## src/hdl/fthc_pkg.sv

```systemverilog
// ----------------------------------------------------------------------------
// fthc_pkg
// Types, constants and helpers shared by the flow tuple hash classifier.
// ----------------------------------------------------------------------------
package fthc_pkg;

  localparam logic [15:0] ETH_IPV4   = 16'h0800;
  localparam logic [7:0]  PROTO_TCP  = 8'd6;
  localparam logic [7:0]  PROTO_UDP  = 8'd17;
  localparam int          FLOW_W     = 13;
  localparam logic [FLOW_W-1:0] FLOW_FIRST = 13'd1;
  localparam logic [FLOW_W-1:0] FLOW_MAX   = 13'd8191;
  localparam int          HASH_W     = 31;
  localparam int          NUM_VALUES = 5;
  localparam logic [2:0]  LAST_VALUE = 3'(NUM_VALUES - 1);

  typedef struct packed {
    logic [15:0] frame_type;
    logic [31:0] src_addr;
    logic [31:0] dst_addr;
    logic [15:0] src_port;
    logic [15:0] dst_port;
    logic [7:0]  protocol;
  } in_data_t;

  typedef struct packed {
    logic [HASH_W-1:0] flow_hash;
    logic [FLOW_W-1:0] flow_number;
    logic              new_flow;
  } out_data_t;

  typedef enum logic [2:0] {
    ST_CLEAR,
    ST_IDLE,
    ST_HASH,
    ST_READ,
    ST_UPDATE,
    ST_EMIT
  } fthc_state_t;

  typedef struct packed {
    logic clr_step;
    logic load_in;
    logic hash_step;
    logic mem_read;
    logic update;
    logic load_out;
  } ctrl_cmd_t;

  typedef struct packed {
    logic clr_done;
    logic in_keep;
    logic hash_last;
  } dp_status_t;

  // index of the most significant non-zero nibble, zero when the word is zero
  function automatic logic [2:0] top_nibble(input logic [31:0] word);
    logic [2:0] idx;
    idx = 3'd0;
    for (int n = 1; n < 8; n++) begin
      if (word[n*4 +: 4] != 4'd0) idx = 3'(n);
    end
    return idx;
  endfunction

  // lowercase ascii hex digit
  function automatic logic [7:0] hex_char(input logic [3:0] d);
    logic [7:0] c;
    if (d < 4'd10) c = 8'h30 + {4'd0, d};
    else           c = 8'h57 + {4'd0, d};
    return c;
  endfunction

endpackage

```

## src/hdl/fthc_ctrl.sv

```systemverilog
// ----------------------------------------------------------------------------
// fthc_ctrl
// Sequencer for table clear, hashing, table update and result hand-off.
// ----------------------------------------------------------------------------
module fthc_ctrl import fthc_pkg::*; (
  input  logic       clk,
  input  logic       rst_n,
  input  logic       in_valid,
  output logic       in_ready,
  output logic       out_valid,
  input  logic       out_ready,
  input  dp_status_t status,
  output ctrl_cmd_t  cmd
);

  fthc_state_t state_r;
  fthc_state_t state_nxt;
  logic        out_valid_r;
  logic        out_valid_nxt;
  logic        in_fire;
  logic        out_free;

  assign in_fire  = in_valid && in_ready;
  assign out_free = !out_valid_r || out_ready;

  always_comb begin
    state_nxt = state_r;
    case (state_r)
      ST_CLEAR:  if (status.clr_done) state_nxt = ST_IDLE;
      ST_IDLE:   if (in_fire && status.in_keep) state_nxt = ST_HASH;
      ST_HASH:   if (status.hash_last) state_nxt = ST_READ;
      ST_READ:   state_nxt = ST_UPDATE;
      ST_UPDATE: state_nxt = ST_EMIT;
      ST_EMIT:   if (out_free) state_nxt = ST_IDLE;
      default:   state_nxt = ST_IDLE;
    endcase
  end

  always_comb begin
    cmd      = '0;
    in_ready = 1'b0;
    case (state_r)
      ST_CLEAR:  cmd.clr_step = 1'b1;
      ST_IDLE: begin
        in_ready    = 1'b1;
        cmd.load_in = in_fire;
      end
      ST_HASH:   cmd.hash_step = 1'b1;
      ST_READ:   cmd.mem_read = 1'b1;
      ST_UPDATE: cmd.update = 1'b1;
      ST_EMIT:   cmd.load_out = out_free;
      default:   cmd = '0;
    endcase
  end

  // result register stays full until the sink takes the item
  always_comb begin
    out_valid_nxt = out_valid_r;
    if (out_valid_r && out_ready) out_valid_nxt = 1'b0;
    if (cmd.load_out) out_valid_nxt = 1'b1;
  end

  always_ff @(posedge clk) begin
    if (!rst_n) begin
      state_r     <= ST_CLEAR;
      out_valid_r <= 1'b0;
    end else begin
      state_r     <= state_nxt;
      out_valid_r <= out_valid_nxt;
    end
  end

  assign out_valid = out_valid_r;

endmodule

```

## config.mk

```make
export PLATFORM = sky130hd
export DESIGN_NAME = fthc_ctrl
export DESIGN_NICKNAME = d
export VERILOG_FILES = /design/src/hdl/fthc_pkg.sv /design/src/hdl/fthc_ctrl.sv
export SDC_FILE = /design/constraint.sdc
export NUM_CORES = 1
export LEC_CHECK = 0
export ABC_AREA = 1
export BUFFER_PORTS_ARGS = -buffer_cell sky130_fd_sc_hd__buf_2
export CORE_AREA = 5 5 42 44
export DETAILED_ROUTE_END_ITERATION = 12
export DIE_AREA = 0 0 47 49
export SYNTH_ARGS = -nofsm -noshare
export SYNTH_HDL_FRONTEND = slang
export SYNTH_SLANG_ARGS = --single-unit
```

## constraint.sdc

```tcl
create_clock -name clk -period 1.6 [get_ports clk]
set_clock_uncertainty 0.15 [all_clocks]
set_input_delay 0.4 -clock clk [delete_from_list [all_inputs] [get_ports clk]]
set_output_delay 0.4 -clock clk [all_outputs]
set_load 0.01 [all_outputs]
```

; After elaboration in Yosys (flattened, before gate mapping)
; Index checks and enable logic that the tools add are counted.
; Widths: inputs -> output; s select.
[classes]
eq_ne = 9
n_reduce_logical = 8
n_mux = 14
[ops]
columns = operator, n
row1 = $pmux 3 s6, 1
row2 = $mux 3, 4
row3 = $mux 1, 9
row4 = $ne 2x2->1 const B, 4
row5 = $eq 3x2->1 const B, 2
row6 = $eq 3x3->1 const B, 2
row7 = $reduce_and 4->1, 1
row8 = $eq 3x1->1 const B, 1
row9 = $logic_and 1x1->1, 3
row10 = $logic_not 3->1, 1
row11 = $reduce_bool 2->1, 1
row12 = $logic_not 1->1, 1
row13 = $logic_or 1x1->1, 1
[totals]
word_cells = 33
register_bits = 4

; Depth between registers and ports, before layout
; Gate-level depths: netlist of run 1.
[depth]
word_depth = 6
mapped_depth = 9

; Least setup slack after synthesis of run 1
; No wires, ideal clock.
[synth_timing]
path_kind = flip-flop to output port
from = register state_r[0]
to = output cmd[4] (netlist name)
t_arrival_ps = 785
stages_incl_launch_ff = 5
n_path_buf = 0
setup_slack_ps = 265
path_cell_list = dfxtp_1 -> inv_1 -> nor2_2 -> nand2_1 -> nor2_1
[synth_rtl]
columns = element, line
row1 = from (decl), fthc_ctrl.sv:16  ; fthc_state_t state_r;
row2 = from (signal assigned), fthc_ctrl.sv:68  ; state_r <= state_nxt;
row3 = to (decl), fthc_ctrl.sv:13  ; output ctrl_cmd_t cmd

==> results of run 1 <==
layout make-up:
| type | instances | area share |
|---|---|---|
| clock buffer | 3 | 0.0460 |
| inverter | 14 | 0.118 |
| multi-input combinational | 34 | 0.363 |
| sequential | 4 | 0.182 |
| tap | 16 | 0.0409 |
| timing repair buffer | 21 | 0.251 |
worst min-delay path, stage by stage:
cell and delay (ns):
buf_2 0.11, nand2_1 0.06, nor2_1 0.03
cell usage after synthesis (all sizes together):
cell type / count / area share
inv: 14 / 0.18
a21oi: 3 / 0.052
buf: 1 / 0.026
nand3b: 1 / 0.026
nor3: 2 / 0.035
nand3: 4 / 0.070
nand2: 12 / 0.16
nor2: 12 / 0.17
dfxtp: 4 / 0.28
metal layers:
metal,up-vias,wire length (µm),global-route usage
li1,201,-,-
met1,181,327,0.0683
met5,-,0,0
met2,13,530,0.129
met4,0,27,0.0968
met3,3,52,0.00369
stage by stage:
| step | area, µm² | power, µW | cells | util |
|---|---|---|---|---|
| after floorplan | 288 | 385 | 53 | - |
| after global placement | 370 | 481 | 82 | 0.264 |
| after detailed placement | 370 | 479 | 82 | 0.264 |
| after CTS | 452 | 716 | 91 | 0.322 |
| after global routing | 489 | 864 | 92 | 0.349 |
| final | 489 | 803 | 92 | 0.349 |
where the power goes:
part           switching (µW)  leakage (µW)  internal (µW)  total (µW)
Clock                    42.6     0.0000138           84.0         127
Sequential               48.0     0.0000345            141         189
Combinational             266      0.000245            222         488
logic make-up after synthesis:
kind of cell,count (synthesis),share of synthesized area
DFF,4,0.278
AOI/OAI and AO/OA,3,0.0522
buffers and inverters,15,0.209
and+or+nand+nor,31,0.461
path summary, 6_finish.rpt:
path / cells after the start / start / slack, ns / endpoint
setup / recovery: 5 / state_r[0] / -0.01 / cmd[5]
hold / removal: 3 / rst_n / 0.25 / state_r[1]
setup reg to reg: 12 / state_r[0] / 0.02 / state_r[1]
hold reg to reg: 2 / out_valid / 0.38 / out_valid
state kept, by name, summed over array words and instances (netlist names):
| register | cells |
|---|---|
| out_valid | 1 |
| state_r | 3 |
what timing repair did:
item | 4_1_cts | 5_1_grt
resized for setup | 6 | 10
pin swaps | 2 | 3
endpoints found under the setup margin | 6 | 7
buffers inserted | 6 | 1
==> metrics.md, run 1 <==
| Metric | Value |
|---|---|
| CP Cell Sequence | buf_4, nor2_2, nand2_1, inv_1, buf_2 |
| Die Wd | 47 µm |
| Drt pass-1 iters | 4 |
| Vias/cell | 4.33 |
| Remaining global-route overflow | 0 |
| CTS tree | done |
| Final GP Congestion | 0.754 |
| Htree depth | 1 |
| Max clock buf depth | 2 |
| Total CTS buffers | 3 |
| Largest net degree at the start of global routing | 6 |
| Drt total wl | 938 µm |
| Setup TNS after final layout | -0.0115 ns |
| Hold_ws | 0.245 ns |
| Hold/Removal Path Class | in -> reg |
| Area Growth Syn to Fin | 70.0% |
| Vias in the first global route | 338 |
| Pre-CTS WS | 0.118 ns |
| Synthesized area per cell | 5.43 µm² |
| Core Area | 0.00140 mm² |
| Netlist cell types | 11 |
| Total of max-cap violations | 0 |
| Worst-Margin Slew | 0.167 ns |
| Setup CP Type | reg -> out |
| Max Fclk | 621 MHz |
| Root Buffer | clkbuf_4 |
| Fillers | 156 |
| Initial Util | 0.205 |
| Hold buffer count at cts | 0 |
| Post-layout minimum cycle time | 1.61 ns |
| Die Y | 49 µm |
| Worst-path clk slew | 0.04 ns |
| Mapped Cells | 53 |
| Max FO, Critical Path | 3 |
| Most common cell after layout, fill and taps aside | buf_2 |
| Synthesis-stage register bit count | 4 |
| Final Hold Fails | 0 |
| Via count | 398 |
| Status | finished, violations left |
| Mapped Area | 288 µm² |
| CTS sink count | 4 |
| Port Buffer Count | 14 |
| GRT Util Overall | 0.0775 |
| Initial DRC Count | 9 |
| RSZ-0062 raised after global routing | true |
| Yosys warnings | 0 |
| FF/Latch Area | 88.8 µm² |
| Max-slew violations | 0 |
| CP max-delay cell | dfxtp_4 |
| Initial antenna violation count | 0 |
| Largest delay contributor family on the critical path | flip-flops |
| Commonest non-fill, non-tap cells in the layout | 14 x buf_2, 11 x inv_1, 10 x nand2_1 |
| Leak | 0.000293 µW |
| First-pass GRT wire length | 1250 µm |
| Final worst setup slack | -0.0115 ns |
| DRC errors left | 0 |
| Critical path data arrival time | 1.06 ns |
| Pwr Density | 1640 mW/mm² |
| Max stage delay on crit path | 0.35 ns |
| Worst path bufs/invs | 3 |
| Ports | 15 |
| Worst skew pair latency | 0.24 ns |
| VDD IR max | 0.000437 V |
| Violated checks | setup timing |
| Worst setup SP type | register |
| Syn nets | 60 |
| Critical Path RT | 1.05 ns |
| Layout cells sized above 1 | 0.513 |
| DIE AREA | 0.00230 mm² |
| Routed Antenna Nets | 0 |
| CP endpoint kind | primary output |
| Slew margin rel. | 0.888 |
| Antenna diodes | 0 |
| Finish-stage setup viols | 1 |
| Final nets | 85 |
| Routed wire per std cell | 10.2 µm |
| # rows | 14 |
| Register area share after synthesis | 0.278 |
| Period utilisation layout | 1.01 |
| Footprint of the multi-input gates | 178 µm² |
(Power assumes the default switching activity.)
==> run 2, diff against run 1 <==
Settings changed: CTS_BUF_LIST set to sky130_fd_sc_hd__clkbuf_8, CTS_CLUSTER_DIAMETER set to 150.
==> run 2 against run 1 <==
Against the previous run:
- the flow now finishes without violations
- non-clock buffer count decreased by 6
- combinational power shrank 24%
- utilization down 2.6 points
- setup slack improved by 0.025 ns
- hold slack better by 0.021 ns
- sequential share of layout area rose by 2.0 points
- critical path type unchanged
- critical endpoint is now cmd[4]
==> metrics.md, run 2 (synthesis gave the netlist of run 1 again) <==
| Metric | Value |
|---|---|
| Hold buffer count at cts | 0 (unchanged) |
| Most common cell after layout, fill and taps aside | buf_2 |
| Leak | 0.000269 µW (-8.2%) |
| GRT Util Overall | 0.0691 (-0.00846) |
| Port Buffer Count | 14 (unchanged) |
| CP endpoint kind | primary output |
| Initial Util | 0.205 (unchanged) |
| Status | completed |
| Via count | 361 (-9.3%) |
| Htree depth | 1 (unchanged) |
| Top reg by flops | state_r |
| Initial antenna violation count | 0 (unchanged) |
| Die Wd | 47 µm (unchanged) |
| Max FO, Critical Path | 4 (+1) |
| R2R setup slack | 0.30 ns (+0.28 ns) |
| CTS sink count | 4 (unchanged) |
| Antenna diodes | 0 (unchanged) |
| Total CTS buffers | 3 (unchanged) |
| Worst skew pair latency | 0.22 ns (-0.02 ns) |
| VDD IR max | 0.000409 V (-6.4%) |
| # rows | 14 (unchanged) |
| Post-Route Utilization | 0.323 (-0.0259) |
| Worst-path clk slew | 0.03 ns (about the same) |
| Ports | 15 (unchanged) |
| Busiest layer in global routing | met2 |
| Die Y | 49 µm (unchanged) |
| Setup CP Type | reg -> out |
| Vias/cell | 4.20 (-3.0%) |
| Drt total wl | 760 µm (-19%) |
| Period utilisation layout | 0.992 (-0.0156) |
| Final GP Congestion | 0.754 (unchanged) |
| Max Fclk | 630 MHz (+1.6%) |
| Root Buffer | clkbuf_8 |
| Worst-Margin Slew | 0.196 ns (+0.0288 ns) |
| Worst Hold Depth | 3 (unchanged) |
| GRT met1 Usage | 0.0617 (-0.00661) |
| Fin area | 453 µm² (-7.4%) |
| Layout cells sized above 1 | 0.429 (-0.0846) |
| Drt pass-1 iters | 4 (unchanged) |
| Routed Antenna Nets | 0 (unchanged) |
| Area Growth Syn to Fin | 57.4% |
| Slew margin rel. | 0.869 (-0.0196) |
| Fillers | 159 (+1.9%) |
| Post-layout minimum cycle time | 1.59 ns (-0.0249 ns) |
| Final nets | 79 (-7.1%) |
| Total of max-cap violations | 0 (unchanged) |
| Largest net degree at the start of global routing | 6 (unchanged) |
| Critical Path RT | 1.05 ns (about the same) |
| Reg2Reg Depth | 9 (-3) |
| Global routing usage on met3 | 0.0111 (+0.00738) |
| Worst R2R Start | state_r[0] |
| WHS Endpoint | state_r[1] |
| DRC errors left | 0 (unchanged) |
| Post-DP Area | 370 µm² (unchanged) |
| First-pass GRT wire length | 1080 µm (-13%) |
| Hold/Removal Path Class | in -> reg |
| Final Hold Fails | 0 (unchanged) |
| Crit Reg-Reg Endpoint | state_r[0] |
| Max reg flops | 3 (unchanged) |
| Commonest non-fill, non-tap cells in the layout | 14 x buf_2, 11 x inv_1, 11 x nand2_1 |
| Pwr Density | 1690 mW/mm² (+2.9%) |
| Vias in the first global route | 296 (-12%) |
| CTS tree | done |
| Routed wire per std cell | 8.84 µm (-13%) |
| Worst setup SP type | register |
| Max-slew violations | 0 (unchanged) |
| Initial DRC Count | 7 (-2) |
| Core Area | 0.00140 mm² (unchanged) |
| RSZ-0062 raised after global routing | true |
| Critical path data arrival time | 1.04 ns (-0.02 ns) |
| Grt met2 use | 0.111 (-0.0181) |
| Max clock buf depth | 2 (unchanged) |
| DIE AREA | 0.00230 mm² (unchanged) |
| Hold_sp | rst_n |
| Remaining global-route overflow | 0 (unchanged) |
| Finish-stage setup viols | 0 (-1) |
[run 2: changes by cell type in the layout (fill, tap and decap cells not counted)]
cell / change
buf_4: -6
clkbuf_4: -3
clkbuf_8: +3
dfxtp_2: -1
dfxtp_4: +1
inv_2: +1
inv_4: -1
nand2_1: +1
nand2_2: -1
nor2_1: +1
nor2_2: -1
nor3_1: +1
nor3_2: -1
[run 2: critical path, stage by stage (launching register included)]
cell	delay [ns]
dfxtp_4	0.36
inv_2	0.07
nor2_4	0.12
nand2_2	0.06
nor2_1	0.08
buf_2	0.13
[run 2: report_power, final]
part	internal, µW	total [µW]	switching, µW
registers	141	183	41.6
logic	147	371	224
clock network	160	212	51.5
[run 2: worst max path at each step]
| stage | start | end | slack, ns | cells past startpoint |
|---|---|---|---|---|
| after global routing | state_r[0] | cmd[4] | -0.05 | 5 |
| after global placement | state_r[0] | cmd[4] | 0.14 | 5 |
| after floorplan | state_r[0] | cmd[4] | 0.27 | 4 |
| final | state_r[0] | cmd[4] | 0.01 | 5 |
| after CTS | state_r[0] | cmd[4] | -0.03 | 5 |
| after detailed placement | state_r[0] | cmd[4] | 0.12 | 5 |
[run 2: per-layer routing]
layer	vias up	routed length, µm
met5	-	0
met4	0	25
met3	3	51
met2	11	385
met1	156	297
li1	191	-
[run 2: stage by stage]
stage	worst slack [ns]	TNS, ns	instances	total power (µW)	hold slack (ns)
2_1_floorplan	0.265	0	53	385	0.352
3_3_place_gp	0.136	0	82	481	0.365
3_5_place_dp	0.118	0	82	479	0.379
4_1_cts	-0.0293	-0.0293	86	724	0.268
5_1_grt	-0.0521	-0.0991	86	828	0.278
6_report	0.0134	0	86	765	0.266
[run 2: cell type report]
cell class	instances	area, µm²	share of cell area
Multi-Input combinational cell	34	168	0.370
Sequential cell	4	91.3	0.202
Timing Repair Buffer	15	77.6	0.171
Inverter	14	55.1	0.122
Clock buffer	3	41.3	0.0912
Tap cell	16	20.0	0.0442
[run 2: what timing repair did]
item | 4_1_cts | 5_1_grt
resized for setup | 4 | 9
buffers inserted | 1 | 0
pin swaps | 1 | 1
endpoints found under the setup margin | 6 | 6
==> run 3, diff against run 2 <==
Clock period 1.6 ns to 1.4 ns, I/O delays scaled along.
==> run 3 against run 2 <==
Against the previous run:
- the flow now finishes with violations (setup timing)
- global-route usage grew 0.56 points
- utilization grew 1.9 points
- wire length rose by 1.6%
- hold slack worse by 0.048 ns
- die area unchanged
- critical path depth decreased by 1
- sequential power increased by 20%
- critical endpoint is now cmd[0]
==> metrics.md, run 3 (synthesis gave the netlist of run 1 again) <==
| Metric | Value |
|---|---|
| Worst skew pair latency | 0.21 ns (about the same) |
| Final Hold Fails | 0 (unchanged) |
| Drt pass-1 iters | 4 (unchanged) |
| Largest net degree at the start of global routing | 6 (unchanged) |
| Post-DP Area | 378 µm² (+2.0%) |
| DP HPWL | 573 µm |
| Max-slew violations | 0 (unchanged) |
| Top reg by flops | state_r |
| DIE AREA | 0.00230 mm² (unchanged) |
| Worst setup SP type | register |
| Post-layout minimum cycle time | 1.50 ns |
| Via count | 352 (-2.5%) |
| Largest delay contributor family on the critical path | flip-flops |
| Max clock buf depth | 2 (unchanged) |
| Max FO, Critical Path | 5 (+1) |
| Die Wd | 47 µm (unchanged) |
| Initial antenna violation count | 0 (unchanged) |
| Routed Antenna Nets | 0 (unchanged) |
| CTS sink count | 4 (unchanged) |
| CP max-delay cell | dfxtp_4 |
| Critical path data arrival time | 1.00 ns (-0.04 ns) |
| CTS tree | done |
| Worst path bufs/invs | 2 (unchanged) |
| Drt total wl | 772 µm (+1.6%) |
| RSZ-0062 raised after global routing | true |
| Initial Util | 0.205 (unchanged) |
| Hold_ws | 0.219 ns (-0.0476 ns) |
| Hold buffer count at cts | 0 (unchanged) |
| Max stage delay on crit path | 0.35 ns (about the same) |
| Ports | 15 (unchanged) |
| Max reg flops | 3 (unchanged) |
| Root Buffer | clkbuf_8 |
| Area Growth Syn to Fin | 66.5% |
| Setup CP Type | reg -> out |
| Finish-stage setup viols | 7 (+7) |
| Port Buffer Count | 14 (unchanged) |
| Initial DRC Count | 4 (-3) |
| Inst Count DP | 83 (+1.2%) |
| Critical Path RT | 0.90 ns (-0.15 ns) |
| Routed wire per std cell | 8.77 µm (-0.73%) |
| Fin area | 479 µm² (+5.8%) |
| Crit path launch | state_r[1] |
| Worst R2R Start | state_r[0] |
| Layout cells sized above 1 | 0.486 (+0.0575) |
| First-pass GRT wire length | 1230 µm (+13%) |
| Vias/cell | 4.00 (-4.7%) |
| Final nets | 81 (+2.5%) |
| Die Y | 49 µm (unchanged) |
| Max Fclk | 668 MHz |
| DRC errors left | 0 (unchanged) |
| Vias in the first global route | 330 (+11%) |
| GRT Util Overall | 0.0746 (+0.00559) |
| CP Cell Sequence | inv_4, nand3_2, a21oi_2, buf_2 |
| Htree depth | 1 (unchanged) |
| Final worst setup slack | -0.0973 ns (-0.111 ns) |
| Final GP Congestion | 0.765 (+1.5%) |
| Period utilisation layout | 1.07 |
| VDD IR max | 0.000552 V (+35%) |
| Fillers | 150 (-5.7%) |
| CP endpoint kind | primary output |
| Worst-Margin Slew | 0.162 ns (-0.0332 ns) |
| Post-Route Utilization | 0.342 (+0.0187) |
| # rows | 14 (unchanged) |
| Most common cell after layout, fill and taps aside | buf_2 |
| Leak | 0.000280 µW (+4.1%) |
| Total CTS buffers | 3 (unchanged) |
| Status | finished, violations left |
| Worst-path clk slew | 0.03 ns (about the same) |
| Pwr Density | 1890 mW/mm² (+12%) |
| Non-filler cells, final | 88 (+2.3%) |
| Antenna diodes | 0 (unchanged) |
| Violated checks | setup timing |
| Remaining global-route overflow | 0 (unchanged) |
| Hold/Removal Path Class | in -> reg |
| Hold_sp | rst_n |
| Commonest non-fill, non-tap cells in the layout | 14 x buf_2, 11 x nand2_1, 10 x inv_1 |
| Total of max-cap violations | 0 (unchanged) |
| Slew margin rel. | 0.891 (+0.0226) |
| Core Area | 0.00140 mm² (unchanged) |
run 3: cell types whose count changed in the layout (fill, tap and decap cells not counted), sizes merged:
cell  delta
buf      +2
run 3: worst paths after layout:
check               endpoint  slack [ns]  depth (start not counted)
setup / recovery      cmd[0]        -0.1                          4
hold / removal    state_r[1]        0.22                          3
setup reg to reg  state_r[0]        0.15                          9
hold reg to reg   state_r[1]        0.39                          2
run 3: final cells by class:
type	count	area, µm²	share of cell area
clock buffers	3	41.3	0.0862
inverters	14	57.6	0.120
multi-input cells	34	176	0.368
flip-flops and latches	4	91.3	0.191
well taps	16	20.0	0.0418
repair buffers	17	92.6	0.193
run 3: repair_timing:
item	in CTS	in global routing
setup endpoints to repair	7	8
setup buffers	2	0
resized for setup	11	6
pin swaps	1	1
hold endpoints to repair	0	0
run 3: stage by stage:
stage	setup TNS, ns	power [µW]	setup slack (ns)
floorplan	0	440	0.115
global placement	0	566	0.0252
detailed placement	0	567	0.0219
CTS	-0.646	886	-0.131
global route	-0.946	993	-0.169
finish	-0.558	907	-0.0973
run 3: tightest hold or removal path, delay by kind of cell:
kind	cells	cell delay, ns
simple gates	2	0.09
buf+inv	1	0.10
run 3: metal layers:
metal	track usage	vias to the layer above	wire length, µm
met5	0	-	0
li1	-	195	-
met2	0.115	6	406
met4	0.0415	0	0
met3	0.0332	0	37
met1	0.0813	151	328
run 3: power by group:
| part | internal, µW | switching [µW] | leakage (µW) |
|---|---|---|---|
| sequential | 162 | 57.4 | 0.0000348 |
| combinational | 193 | 259 | 0.000223 |
| clock | 183 | 53.5 | 0.0000216 |
| total | 537 | 370 | 0.000280 |
